$ cat src/assert_macros.svh
// Assertion helpers shared by the RTL.
// JAES_ASSERT is masked while rst is high; JAES_ASSERT_ALWAYS is not.
`ifndef ASSERT_MACROS_SVH
`define ASSERT_MACROS_SVH
`ifndef SYNTHESIS
`define JAES_ASSERT(label, clk, rst, prop, msg) \
   label: assert property (@(posedge clk) disable iff (rst) prop) else $error(msg);
`define JAES_ASSERT_ALWAYS(label, clk, prop, msg) \
   label: assert property (@(posedge clk) prop) else $error(msg);
`else
`define JAES_ASSERT(label, clk, rst, prop, msg)
`define JAES_ASSERT_ALWAYS(label, clk, prop, msg)
`endif
`endif

$ cat src/jaes_pkg.sv
package jaes_pkg;

   typedef enum logic [3:0] {
      PH_OPEN   = 4'd0,
      PH_FIRST  = 4'd1,
      PH_ELEM   = 4'd2,
      PH_STR    = 4'd3,
      PH_CONT   = 4'd4,
      PH_SCALAR = 4'd5,
      PH_AFTER  = 4'd6,
      PH_OK     = 4'd7,
      PH_BAD    = 4'd8
   } phase_type;

   localparam logic [1:0] OUTCOME_SCAN = 2'd0;
   localparam logic [1:0] OUTCOME_OK   = 2'd1;
   localparam logic [1:0] OUTCOME_BAD  = 2'd2;

   localparam logic [7:0] CH_LBRACK    = 8'h5B;
   localparam logic [7:0] CH_RBRACK    = 8'h5D;
   localparam logic [7:0] CH_COMMA     = 8'h2C;
   localparam logic [7:0] CH_LBRACE    = 8'h7B;
   localparam logic [7:0] CH_RBRACE    = 8'h7D;
   localparam logic [7:0] CH_QUOTE     = 8'h22;
   localparam logic [7:0] CH_BACKSLASH = 8'h5C;
   localparam logic [7:0] CH_SPACE     = 8'h20;
   localparam logic [7:0] CH_TAB       = 8'h09;
   localparam logic [7:0] CH_CR        = 8'h0D;

   typedef struct packed {
      logic       part_of_element;
      logic       element_begins;
      logic       element_complete;
      logic [1:0] outcome;
   } result_type;

   // space, tab, LF, VT, FF, CR
   function automatic logic is_ws(input logic [7:0] c);
      return (c == CH_SPACE) || (c >= CH_TAB && c <= CH_CR);
   endfunction

   // phase after a finished element
   function automatic phase_type after_phase(input logic [7:0] c);
      phase_type ph;
      if (is_ws(c)) begin
         ph = PH_AFTER;
      end else if (c == CH_RBRACK) begin
         ph = PH_OK;
      end else if (c == CH_COMMA) begin
         ph = PH_ELEM;
      end else begin
         ph = PH_BAD;
      end
      return ph;
   endfunction

endpackage

$ cat src/jaes_if.sv
interface jaes_req_if;
   logic       valid;
   logic       ready;
   logic [7:0] text_byte;
   logic       final_byte;

   modport source (output valid, output text_byte, output final_byte, input ready);
   modport sink (input valid, input text_byte, input final_byte, output ready);
endinterface

interface jaes_rsp_if;
   logic       valid;
   logic       ready;
   logic       part_of_element;
   logic       element_begins;
   logic       element_complete;
   logic [1:0] outcome;

   modport source (output valid, output part_of_element, output element_begins,
                   output element_complete, output outcome, input ready);
   modport sink (input valid, input part_of_element, input element_begins,
                 input element_complete, input outcome, output ready);
endinterface

$ cat src/json_array_element_splitter.sv
// JSON array element splitter.
// req_port carries one word per byte of an array text (text_byte, with
// final_byte set on the last byte). rsp_port returns exactly one word per
// accepted byte, in order: part_of_element, element_begins, element_complete
// and outcome (0 scanning, 1 array closed, 2 malformed or ended early).
// Two register stages: the accepted byte lands in an input register, the
// scanner state and flag logic sit between it and the result register.
// An accepted byte waits in the input register until the result register is
// free or drains. Throughput: one byte per cycle while rsp_port.ready is high;
// the scan state (phase, nesting depth, quote and escape flags) follows each byte.
// Stalls: while rsp_port.ready is low the result register holds; the input
// register still takes one more word, then req_port.ready drops until the
// result is taken. No word is lost or repeated.
// Reset (synchronous, active high): both stages empty, scanner back to
// waiting for the opening bracket. The scanner also restarts on its own after
// each final byte. MAX_DEPTH bounds container nesting; deeper is malformed.
`include "assert_macros.svh"

module json_array_element_splitter #(
   parameter int MAX_DEPTH = 255
) (
   input  logic        clock,
   input  logic        reset,
   jaes_req_if.sink    req_port,
   jaes_rsp_if.source  rsp_port
);

   // input stage
   logic       in_valid_ff;
   logic [7:0] in_byte_ff;
   logic       in_final_ff;

   // result stage
   logic                 out_valid_ff;
   jaes_pkg::result_type out_ff, out_in;

   logic advance;
   logic load;

   // input word moves into the result register when that slot is free or drains
   assign advance = in_valid_ff && (!out_valid_ff || rsp_port.ready);
   assign req_port.ready = !in_valid_ff || advance;
   assign load = req_port.valid && req_port.ready;

   jaes_scan #(
      .MAX_DEPTH (MAX_DEPTH)
   ) u_scan (
      .clock      (clock),
      .reset      (reset),
      .advance    (advance),
      .text_byte  (in_byte_ff),
      .final_byte (in_final_ff),
      .result     (out_in)
   );

   always_ff @(posedge clock) begin
      if (reset) begin
         in_valid_ff <= 1'b0;
      end else if (load) begin
         in_valid_ff <= 1'b1;
      end else if (advance) begin
         in_valid_ff <= 1'b0;
      end
   end

   always_ff @(posedge clock) begin
      if (load) begin
         in_byte_ff  <= req_port.text_byte;
         in_final_ff <= req_port.final_byte;
      end
   end

   always_ff @(posedge clock) begin
      if (reset) begin
         out_valid_ff <= 1'b0;
      end else if (advance) begin
         out_valid_ff <= 1'b1;
      end else if (rsp_port.ready) begin
         out_valid_ff <= 1'b0;
      end
   end

   always_ff @(posedge clock) begin
      if (advance) begin
         out_ff <= out_in;
      end
   end

   assign rsp_port.valid            = out_valid_ff;
   assign rsp_port.part_of_element  = out_ff.part_of_element;
   assign rsp_port.element_begins   = out_ff.element_begins;
   assign rsp_port.element_complete = out_ff.element_complete;
   assign rsp_port.outcome          = out_ff.outcome;

   // a closed array never flags a byte as element text
   `JAES_ASSERT(a_ok_no_flags, clock, reset, (out_valid_ff && out_ff.outcome == jaes_pkg::OUTCOME_OK) |-> (!out_ff.part_of_element && !out_ff.element_begins), "closed array with element flags")
   // a held input word keeps its byte while the result side is blocked
   `JAES_ASSERT(a_in_hold, clock, reset, (in_valid_ff && !advance) |=> (in_valid_ff && $stable(in_byte_ff) && $stable(in_final_ff)), "input stage lost or changed a waiting word")
   // both stages come out of reset empty
   `JAES_ASSERT_ALWAYS(a_reset_empty, clock, reset |=> (!out_valid_ff && !in_valid_ff), "pipeline not empty after reset")

endmodule

$ cat src/jaes_scan.sv
module jaes_scan #(
   parameter int MAX_DEPTH = 255
) (
   input  logic                   clock,
   input  logic                   reset,
   input  logic                   advance,
   input  logic [7:0]             text_byte,
   input  logic                   final_byte,
   output jaes_pkg::result_type   result
);

   localparam int DEPTH_W = $clog2(MAX_DEPTH + 1);
   localparam logic [DEPTH_W-1:0] DEPTH_MAX = DEPTH_W'(MAX_DEPTH);
   localparam logic [DEPTH_W-1:0] DEPTH_ONE = DEPTH_W'(1);

   jaes_pkg::phase_type phase_ff, phase_in;
   logic [DEPTH_W-1:0]  depth_ff, depth_in;
   logic                quoted_ff, quoted_in;
   logic                escape_ff, escape_in;

   always_comb begin
      phase_in  = phase_ff;
      depth_in  = depth_ff;
      quoted_in = quoted_ff;
      escape_in = escape_ff;
      result    = '0;

      case (phase_ff)
         jaes_pkg::PH_OPEN: begin
            if (text_byte == jaes_pkg::CH_LBRACK) begin
               phase_in = jaes_pkg::PH_FIRST;
            end else if (!jaes_pkg::is_ws(text_byte)) begin
               phase_in = jaes_pkg::PH_BAD;
            end
         end
         jaes_pkg::PH_FIRST, jaes_pkg::PH_ELEM: begin
            if (phase_ff == jaes_pkg::PH_FIRST && text_byte == jaes_pkg::CH_RBRACK) begin
               phase_in = jaes_pkg::PH_OK;
            end else if (!jaes_pkg::is_ws(text_byte)) begin
               if (text_byte == jaes_pkg::CH_QUOTE) begin
                  escape_in = 1'b0;
                  phase_in  = jaes_pkg::PH_STR;
                  result.part_of_element = 1'b1;
                  result.element_begins  = 1'b1;
               end else if (text_byte inside {jaes_pkg::CH_LBRACE, jaes_pkg::CH_LBRACK}) begin
                  depth_in  = DEPTH_ONE;
                  quoted_in = 1'b0;
                  escape_in = 1'b0;
                  phase_in  = jaes_pkg::PH_CONT;
                  result.part_of_element = 1'b1;
                  result.element_begins  = 1'b1;
               end else if (text_byte inside {jaes_pkg::CH_COMMA, jaes_pkg::CH_RBRACK,
                                              jaes_pkg::CH_RBRACE}) begin
                  phase_in = jaes_pkg::PH_BAD;
               end else begin
                  phase_in = jaes_pkg::PH_SCALAR;
                  result.part_of_element = 1'b1;
                  result.element_begins  = 1'b1;
               end
            end
         end
         jaes_pkg::PH_STR: begin
            result.part_of_element = 1'b1;
            if (escape_ff) begin
               escape_in = 1'b0;
            end else if (text_byte == jaes_pkg::CH_BACKSLASH) begin
               escape_in = 1'b1;
            end else if (text_byte == jaes_pkg::CH_QUOTE) begin
               result.element_complete = 1'b1;
               phase_in = jaes_pkg::PH_AFTER;
            end
         end
         jaes_pkg::PH_CONT: begin
            result.part_of_element = 1'b1;
            if (quoted_ff) begin
               if (escape_ff) begin
                  escape_in = 1'b0;
               end else if (text_byte == jaes_pkg::CH_BACKSLASH) begin
                  escape_in = 1'b1;
               end else if (text_byte == jaes_pkg::CH_QUOTE) begin
                  quoted_in = 1'b0;
               end
            end else if (text_byte == jaes_pkg::CH_QUOTE) begin
               quoted_in = 1'b1;
               escape_in = 1'b0;
            end else if (text_byte inside {jaes_pkg::CH_LBRACE, jaes_pkg::CH_LBRACK}) begin
               if (depth_ff >= DEPTH_MAX) begin
                  result.part_of_element = 1'b0;
                  phase_in = jaes_pkg::PH_BAD;
               end else begin
                  depth_in = depth_ff + DEPTH_ONE;
               end
            end else if (text_byte inside {jaes_pkg::CH_RBRACE, jaes_pkg::CH_RBRACK}) begin
               // brackets of either kind count; kinds are not matched
               if (depth_ff <= DEPTH_ONE) begin
                  depth_in = '0;
                  result.element_complete = 1'b1;
                  phase_in = jaes_pkg::PH_AFTER;
               end else begin
                  depth_in = depth_ff - DEPTH_ONE;
               end
            end
         end
         jaes_pkg::PH_SCALAR: begin
            if (jaes_pkg::is_ws(text_byte) ||
                text_byte inside {jaes_pkg::CH_COMMA, jaes_pkg::CH_RBRACK,
                                  jaes_pkg::CH_RBRACE}) begin
               result.element_complete = 1'b1;
               phase_in = jaes_pkg::after_phase(text_byte);
            end else begin
               result.part_of_element  = 1'b1;
               result.element_complete = final_byte;
            end
         end
         jaes_pkg::PH_AFTER: begin
            phase_in = jaes_pkg::after_phase(text_byte);
         end
         jaes_pkg::PH_OK, jaes_pkg::PH_BAD: begin
         end
         default: begin
            phase_in = jaes_pkg::PH_BAD;
         end
      endcase

      if (phase_in == jaes_pkg::PH_OK) begin
         result.outcome = jaes_pkg::OUTCOME_OK;
      end else if (phase_in == jaes_pkg::PH_BAD || final_byte) begin
         result.outcome = jaes_pkg::OUTCOME_BAD;
      end else begin
         result.outcome = jaes_pkg::OUTCOME_SCAN;
      end
   end

   always_ff @(posedge clock) begin
      if (reset) begin
         phase_ff  <= jaes_pkg::PH_OPEN;
         depth_ff  <= '0;
         quoted_ff <= 1'b0;
         escape_ff <= 1'b0;
      end else if (advance) begin
         if (final_byte) begin
            phase_ff  <= jaes_pkg::PH_OPEN;
            depth_ff  <= '0;
            quoted_ff <= 1'b0;
            escape_ff <= 1'b0;
         end else begin
            phase_ff  <= phase_in;
            depth_ff  <= depth_in;
            quoted_ff <= quoted_in;
            escape_ff <= escape_in;
         end
      end
   end

endmodule

$ cat src/flat_wrapper.sv
// flat-port wrapper written by rule: the top's interface ports become plain ports
module json_array_element_splitter_flat 
#(
   parameter int MAX_DEPTH = 255
)
  (clock, reset, req_port_valid, req_port_text_byte, req_port_final_byte, req_port_ready, rsp_port_valid, rsp_port_part_of_element, rsp_port_element_begins, rsp_port_element_complete, rsp_port_outcome, rsp_port_ready);
  jaes_req_if req_port_i ();
  jaes_rsp_if rsp_port_i ();
  input  logic clock;
  input  logic reset;
  input wire logic [$bits(req_port_i.valid)-1:0] req_port_valid;
  input wire logic [$bits(req_port_i.text_byte)-1:0] req_port_text_byte;
  input wire logic [$bits(req_port_i.final_byte)-1:0] req_port_final_byte;
  output wire logic [$bits(req_port_i.ready)-1:0] req_port_ready;
  output wire logic [$bits(rsp_port_i.valid)-1:0] rsp_port_valid;
  output wire logic [$bits(rsp_port_i.part_of_element)-1:0] rsp_port_part_of_element;
  output wire logic [$bits(rsp_port_i.element_begins)-1:0] rsp_port_element_begins;
  output wire logic [$bits(rsp_port_i.element_complete)-1:0] rsp_port_element_complete;
  output wire logic [$bits(rsp_port_i.outcome)-1:0] rsp_port_outcome;
  input wire logic [$bits(rsp_port_i.ready)-1:0] rsp_port_ready;
  assign req_port_i.valid = req_port_valid;
  assign req_port_i.text_byte = req_port_text_byte;
  assign req_port_i.final_byte = req_port_final_byte;
  assign req_port_ready = req_port_i.ready;
  assign rsp_port_valid = rsp_port_i.valid;
  assign rsp_port_part_of_element = rsp_port_i.part_of_element;
  assign rsp_port_element_begins = rsp_port_i.element_begins;
  assign rsp_port_element_complete = rsp_port_i.element_complete;
  assign rsp_port_outcome = rsp_port_i.outcome;
  assign rsp_port_i.ready = rsp_port_ready;
  json_array_element_splitter #(.MAX_DEPTH(MAX_DEPTH)) u_core (.clock(clock), .reset(reset), .req_port(req_port_i), .rsp_port(rsp_port_i));
endmodule
$ cat config.mk
export PLATFORM = sky130hd
export DESIGN_NAME = json_array_element_splitter_flat
export DESIGN_NICKNAME = d
export VERILOG_FILES = /design/src/jaes_pkg.sv /design/src/jaes_if.sv /design/src/json_array_element_splitter.sv /design/src/jaes_scan.sv /design/src/flat_wrapper.sv
export VERILOG_INCLUDE_DIRS = /design/src /design/src/src
export SDC_FILE = /design/constraint.sdc
export NUM_CORES = 1
export LEC_CHECK = 0
export ABC_AREA = 1
export BUFFER_PORTS_ARGS = -buffer_cell sky130_fd_sc_hd__buf_2
export CAP_MARGIN = 15
export CORE_MARGIN = 2
export CORE_UTILIZATION = 55
export DETAILED_ROUTE_END_ITERATION = 12
export MAX_ROUTING_LAYER = met4
export PLACE_DENSITY = 0.84
export SLEW_MARGIN = 25
export SYNTH_ARGS = -nofsm -noshare
export SYNTH_HDL_FRONTEND = slang
export SYNTH_HIERARCHICAL = 1
export SYNTH_SLANG_ARGS = --single-unit
$ cat constraint.sdc
create_clock -name clock -period 2.2 [get_ports clock]
set_input_delay 0.22 -clock clock [delete_from_list [all_inputs] [get_ports clock]]
set_output_delay 0.22 -clock clock [all_outputs]
set_load 0.005 [all_outputs]
Word-level counts from Yosys, hierarchy flattened
Index checks and enable logic that the tools add are counted.
Word-level totals
  flip-flop bits (word level): 30
  input bits: 13
  output and inout port bits: 7
Operators by class
  add/subtract/negate cells: 2
  magnitude comparators: 4
  equal/unequal tests: 28
  multiplexer cells: 79
  bitwise logic cells: 1
  reductions and logical operators: 25
Operators by type and width (number)
  8-bit 2-to-1 mux: 11
  4-bit 2-to-1 mux: 21
  8-bit by 7-bit equality test with 1-bit output (second input constant): 5
  1-bit 2-to-1 mux: 35
  4-bit one-hot mux with 7 select lines: 1
  8-bit by 6-bit equality test with 1-bit output (second input constant): 3
  4-bit by 3-bit equality test with 1-bit output (second input constant): 5
  3-bit by 2-bit != test with 1-bit output (second input constant): 6
  4-bit by 3-bit != test with 1-bit output (second input constant): 4
  8-bit one-hot mux with 2 select lines: 1
  2-bit 2-to-1 mux: 6
  6-bit AND reduction: 2
  10-bit AND reduction: 1
  8-bit by 1-bit adder with 8-bit output (second input constant): 1
  4-bit by 2-bit equality test with 1-bit output (second input constant): 2
  4-bit equality test (second input constant): 2
  8-bit by 4-bit greater-or-equal comparator with 1-bit output (second input constant): 1
  8-bit greater-or-equal comparator (second input constant): 1
  8-bit by 1-bit less-or-equal comparator with 1-bit output (second input constant): 1
  8-bit by 4-bit less-or-equal comparator with 1-bit output (second input constant): 1
  2-bit nonzero test: 4
  8-bit by 1-bit subtractor with 8-bit output (second input constant): 1
  1-bit one-hot mux with 3 select lines: 2
  3-bit nonzero test: 2
  other kinds (11): 20

Logic depth before layout (Yosys ltp)
  word-level depth: 11
  gate-level depth with buffers: 15

Hierarchy
Netlist, hierarchy kept.
By module, submodules not included
  jaes_scan: instances 1, cells each 297, area each 1660.3 µm²
  json_array_element_splitter: instances 1, cells each 26, area each 511.7 µm²

Least setup slack after synthesis
No wires, ideal clock.
  path type: register -> register
  start point: register u_core.u_scan.depth_ff[0]
  end point: register u_core.out_ff, in the netlist u_core/rsp_port.outcome[1] (data pin)
  setup time: 0.254 ns
  arrival time: 1.519 ns
  required time: 1.946 ns
  path slack: 0.428 ns
  stages on the path, launching flop included: 13
  clock period less this slack: 1.772 ns
  path through: dfxtp_1 > inv_1 > ha_1 > or2_2 > nand4_1 > nor2_2 > nand2_1 > nor3_2 > nor2_1 > nand3_1 > nand2_1 > nor2_2 > nor2_2
On the way
  longest elaborated chain between the ends: 10
  elaborated cells between the ends (all ways): 13
RTL lines
  from (decl): RTL line jaes_scan.sv:17  | logic [DEPTH_W-1:0] depth_ff, depth_in;
  from (signal assigned): RTL line jaes_scan.sv:148  | depth_ff <= depth_in;
  8-bit by 1-bit less-or-equal comparator with 1-bit output: RTL line jaes_scan.sv:95  | if (depth_ff <= DEPTH_ONE) begin
  4-bit 2-to-1 mux: RTL line jaes_scan.sv:95
  4-bit 2-to-1 mux: RTL line jaes_scan.sv:93  | end else if (text_byte inside {jaes_pkg::CH_RBRACE, jaes_pkg::CH_RBRACK}) begin
  4-bit 2-to-1 mux (*): RTL line jaes_scan.sv:86  | end else if (text_byte inside {jaes_pkg::CH_LBRACE, jaes_pkg::CH_LBRACK}) begin
  4-bit 2-to-1 mux (*): RTL line jaes_scan.sv:83  | end else if (text_byte == jaes_pkg::CH_QUOTE) begin
  4-bit 2-to-1 mux (*): RTL line jaes_scan.sv:75  | if (quoted_ff) begin
  4-bit one-hot mux with 7 select lines (*): RTL line jaes_scan.sv:28  | case (phase_ff)
  4-bit equality test: RTL line jaes_scan.sv:127  | end else if (phase_in == jaes_pkg::PH_BAD || final_byte) begin
  1-bit logical OR: RTL line jaes_scan.sv:127
  2-bit 2-to-1 mux: RTL line jaes_scan.sv:127
  to (signal assigned): RTL line json_array_element_splitter.sv:85  | out_ff <= out_in;
  to (decl): RTL line json_array_element_splitter.sv:35  | jaes_pkg::result_type out_ff, out_in;
Mark *: on every way between the ends. The rest lies on a longest branch, timed or not.
A chain may end at the register's enable or synchronous reset.

Worst setup path after layout
  start point: register u_core.u_scan.depth_ff[0]
  end point: register u_core.out_ff, in the netlist u_core/rsp_port.outcome[0] (data pin)
On the way
  longest elaborated chain between the ends: 8
  elaborated cells between the ends (all ways): 10
RTL lines
  8-bit by 1-bit less-or-equal comparator with 1-bit output: RTL line jaes_scan.sv:95
  4-bit 2-to-1 mux: RTL line jaes_scan.sv:95
  4-bit 2-to-1 mux: RTL line jaes_scan.sv:93
  4-bit 2-to-1 mux (*): RTL line jaes_scan.sv:86
  4-bit 2-to-1 mux (*): RTL line jaes_scan.sv:83
  4-bit 2-to-1 mux (*): RTL line jaes_scan.sv:75
  4-bit one-hot mux with 7 select lines (*): RTL line jaes_scan.sv:28
  4-bit by 3-bit equality test with 1-bit output (*): RTL line jaes_scan.sv:125  | if (phase_in == jaes_pkg::PH_OK) begin
Marks and branches as above.

==> results.py <==
metrics = {
    "final_layout": {
        "area_growth_pct": 13.0,
        "design_area_sq_um": 2450,
        "fillers": 335,
        "fin_nets": 365,
        "layout-drive-gt1-share": 0.191,
        "final_common_cell": "nand2_1",
        "layout_common_cells": "nand2_1, nor2_1, inv_1",
        "diodes": 0,
    },
    "setup_path": {
        "worstPathArrival_ns": 2.07,
        "r2r-end": "u_core/rsp_port.outcome[0]",
        "ff2ff_path_depth": 10,
        "r2r_start": "u_core/u_scan/depth_ff[0]",
        "start_kind": "register",
        "crit_required_ns": 2.23,
        "path_cells": "ha_1, nand3_1, nor3_2, nand3_2, o21ai_1, inv_1, a21oi_1, nand2_1, clkinv_1, nor2_2",
        "cp_max_fo": 8,
        "reg2reg_slack_ns": 0.17,
        "path_buf_inv": 2,
        "cpPeakStageDelay_ns": 0.47,
        "cp_top_family": "simple AND/OR/NAND/NOR gates",
        "slowest_stage": "dfxtp_1",
        "path_class": "register to register",
        "crit_path_end_kind": "register",
    },
    "timing": {
        "grt_setup_unrepaired": "no",
        "timing.hold.ws_ns": 0.113,
        "finalCriticalPeriod_ns": 2.03,
        "setup_viol": 0,
        "timing.fmax_mhz": 492,
        "finalCritPeriodShare": 0.924,
        "timing_hold_violations_final": 0,
        "tightest_slew_ns": 0.461,
        "final.setup_skew_ns": 0.00690,
        "drv_slew": 0,
        "tns_ns": 0,
        "relSlewSlack": 0.691,
    },
    "die": {
        "start_util": 0.585,
        "dieArea_sq_um": 4470,
        "die_h_microns": 66.8,
        "rows": 22,
        "coreArea_sq_um": 3720,
        "die_w_microns": 66.8,
        "ios": 20,
    },
    "place": {
        "place.port_buffers": 19,
        "place_area_sq_um": 2330,
        "globalplace.congestion": 0.964,
        "hpwl_mm": 3.82,
    },
    "power_and_ir_drop": {
        "p_leak_uw": 0.00119,
        "ir_worst_vdd_mv": 0.436,
        "pwr_density_cell_nw_per_um2": 551,
    },
    "clock_tree": {
        "cts_tree": "done",
        "cts_made_buffers": 5,
        "worstSkewPairLatency_ns": 0.28,
        "cts_buffer_depth": 2,
        "cts_sinks": 30,
        "htreeDepth": 2,
        "clockRootBuffer": "clkbuf_8",
        "clk_pin_slew_worst_paths_ns": 0.06,
    },
    "hold_path": {
        "worstHoldPathCells": 1,
        "min_path_type": "primary input to register",
        "hp-start": "req_port_final_byte",
        "min_to": "u_core/in_final_ff",
    },
    "yosys": {
        "synth_cells": 323,
        "yosys_warnings": 6,
        "syn-num-nets": 339,
        "synth_seq_cells": 30,
        "syn_area_sq_um": 2170,
        "yosysSeqAreaShare": 0.341,
        "yosysUniqueCellTypes": 40,
        "postSynthAreaPerCell_sq_um": 6.72,
    },
    "global_route": {
        "grt_max_degree": 11,
        "grt_pass1_wl_mm": 8.12,
        "overflow": 0,
        "grt.total_usage": 0.248,
        "first_global_vias": 1837,
        "grt_busiest_layer": "met2",
        "grtUsageMet3": 0.0490,
        "grt_util_met1": 0.323,
        "met2_usage": 0.385,
        "antenna_found_initial": 0,
    },
    "run_status": {
        "outcome": "finished, final reports clean",
    },
    "drt": {
        "drtIter0Drc": 195,
        "via_count": 2093,
        "ant_nets": 0,
        "vias_per_cell": 5.26,
        "wl_per_cell_microns": 12.6,
        "totalWireLength_mm": 5.00,
        "drc": 0,
        "dr.pass1.iters": 5,
    },
    "run": {
        "drv_cap": 0,
    },
}
final cells by class:
cell class / count / area, sq um / share of cell area
clock inverters: 3 / 40.0 / 0.0163
flip-flops and latches: 30 / 741 / 0.302
repair buffers: 23 / 125 / 0.0510
clock buffers: 5 / 68.8 / 0.0280
inverters: 50 / 195 / 0.0796
multi-input cells: 239 / 1220 / 0.499
well taps: 48 / 60.1 / 0.0245
timing repair:
action | in CTS | in global routing
gates resized for setup | 0 | 2
setup endpoints to repair | 0 | 3
setup buffers | 0 | 0
hold buffers | 0 | 0
sequential cells by signal, summed over array words and instances, names as in the netlist:
signal / cells
u_core/in_byte_ff: 8
u_core/u_scan/depth_ff: 8
u_core/u_scan/phase_ff: 4
u_core/rsp_port.outcome: 2
u_core/in_final_ff: 1
u_core/in_valid_ff: 1
u_core/rsp_port.element_begins: 1
u_core/rsp_port.element_complete: 1
u_core/rsp_port.part_of_element: 1
u_core/rsp_port.valid: 1
u_core/u_scan/escape_ff: 1
u_core/u_scan/quoted_ff: 1
Yosys cell counts (all sizes together):
| cell type | n | share of area |
|---|---|---|
| a211oi | 1 | 0.0035 |
| a21boi | 1 | 0.0035 |
| a21oi | 20 | 0.050 |
| and3 | 1 | 0.0029 |
| buf | 3 | 0.0081 |
| clkbuf | 1 | 0.0023 |
| clkinv | 2 | 0.0058 |
| dfxtp | 16 | 0.15 |
| edfxtp | 14 | 0.19 |
| ha | 3 | 0.017 |
| inv | 48 | 0.084 |
| nand2 | 89 | 0.18 |
| nand3 | 21 | 0.053 |
| nand3b | 2 | 0.0069 |
| nand4 | 6 | 0.020 |
| nor2 | 59 | 0.11 |
| nor3 | 7 | 0.018 |
| nor3b | 1 | 0.0086 |
| o211ai | 2 | 0.0069 |
| o21a | 1 | 0.0035 |
| o21ai | 14 | 0.034 |
| o22ai | 1 | 0.0029 |
| o31ai | 1 | 0.0035 |
| or2 | 2 | 0.0058 |
| xnor2 | 1 | 0.0040 |
| xor2 | 6 | 0.024 |
metrics by stage:
step | total power (uW) | util | std cells | setup WS [ns]
2_1_floorplan | 768 | - | 323 | 0.428
3_3_place_gp | 813 | 0.628 | 390 | 0.203
4_1_cts | 1360 | 0.658 | 398 | 0.153
6_report | 1350 | 0.660 | 398 | 0.168
5_1_grt | 1410 | 0.660 | 398 | 0.00358
3_5_place_dp | 819 | 0.628 | 390 | 0.173
power by group:
| group | internal (uW) | switching, uW | total [uW] | leakage, uW |
|---|---|---|---|---|
| Clock | 333 | 205 | 538 | 0.0000579 |
| Sequential | 611 | 26.2 | 637 | 0.000264 |
| Combinational | 65.9 | 112 | 178 | 0.000869 |
| Total | 1010 | 343 | 1350 | 0.00119 |
per-layer routing:
metal / wire [microns] / up-vias
li1: - / 1081
met1: 2230 / 906
met2: 2300 / 93
met3: 369 / 13
met4: 94 / 0
met5: 0 / -
kinds of logic (layout without fill, tap and decap cells):
group | count (synthesis) | in the layout | synth area share
xor+xnor | 7 | 7 | 0.0282
compound gates | 41 | 41 | 0.107
flops | 30 | 30 | 0.341
simple gates | 188 | 188 | 0.406
buf+inv | 54 | 81 | 0.100
fa+ha+maj | 3 | 3 | 0.0173
how the worst max path moves through the flow:
stage / from / end / slack [ns] / cells after the start
floorplan: u_core/u_scan/depth_ff[0] / u_core/rsp_port.outcome[1] / 0.43 / 12
global placement: u_core/u_scan/depth_ff[0] / u_core/rsp_port.outcome[0] / 0.20 / 10
detailed placement: u_core/u_scan/depth_ff[0] / u_core/u_scan/depth_ff[4] / 0.17 / 10
CTS: u_core/u_scan/depth_ff[0] / u_core/u_scan/depth_ff[4] / 0.15 / 10
global route: u_core/u_scan/depth_ff[0] / u_core/rsp_port.outcome[0] / 0.004 / 10
finish: u_core/u_scan/depth_ff[0] / u_core/rsp_port.outcome[0] / 0.17 / 10
No activity file was read; power rests on OpenSTA's default activity.
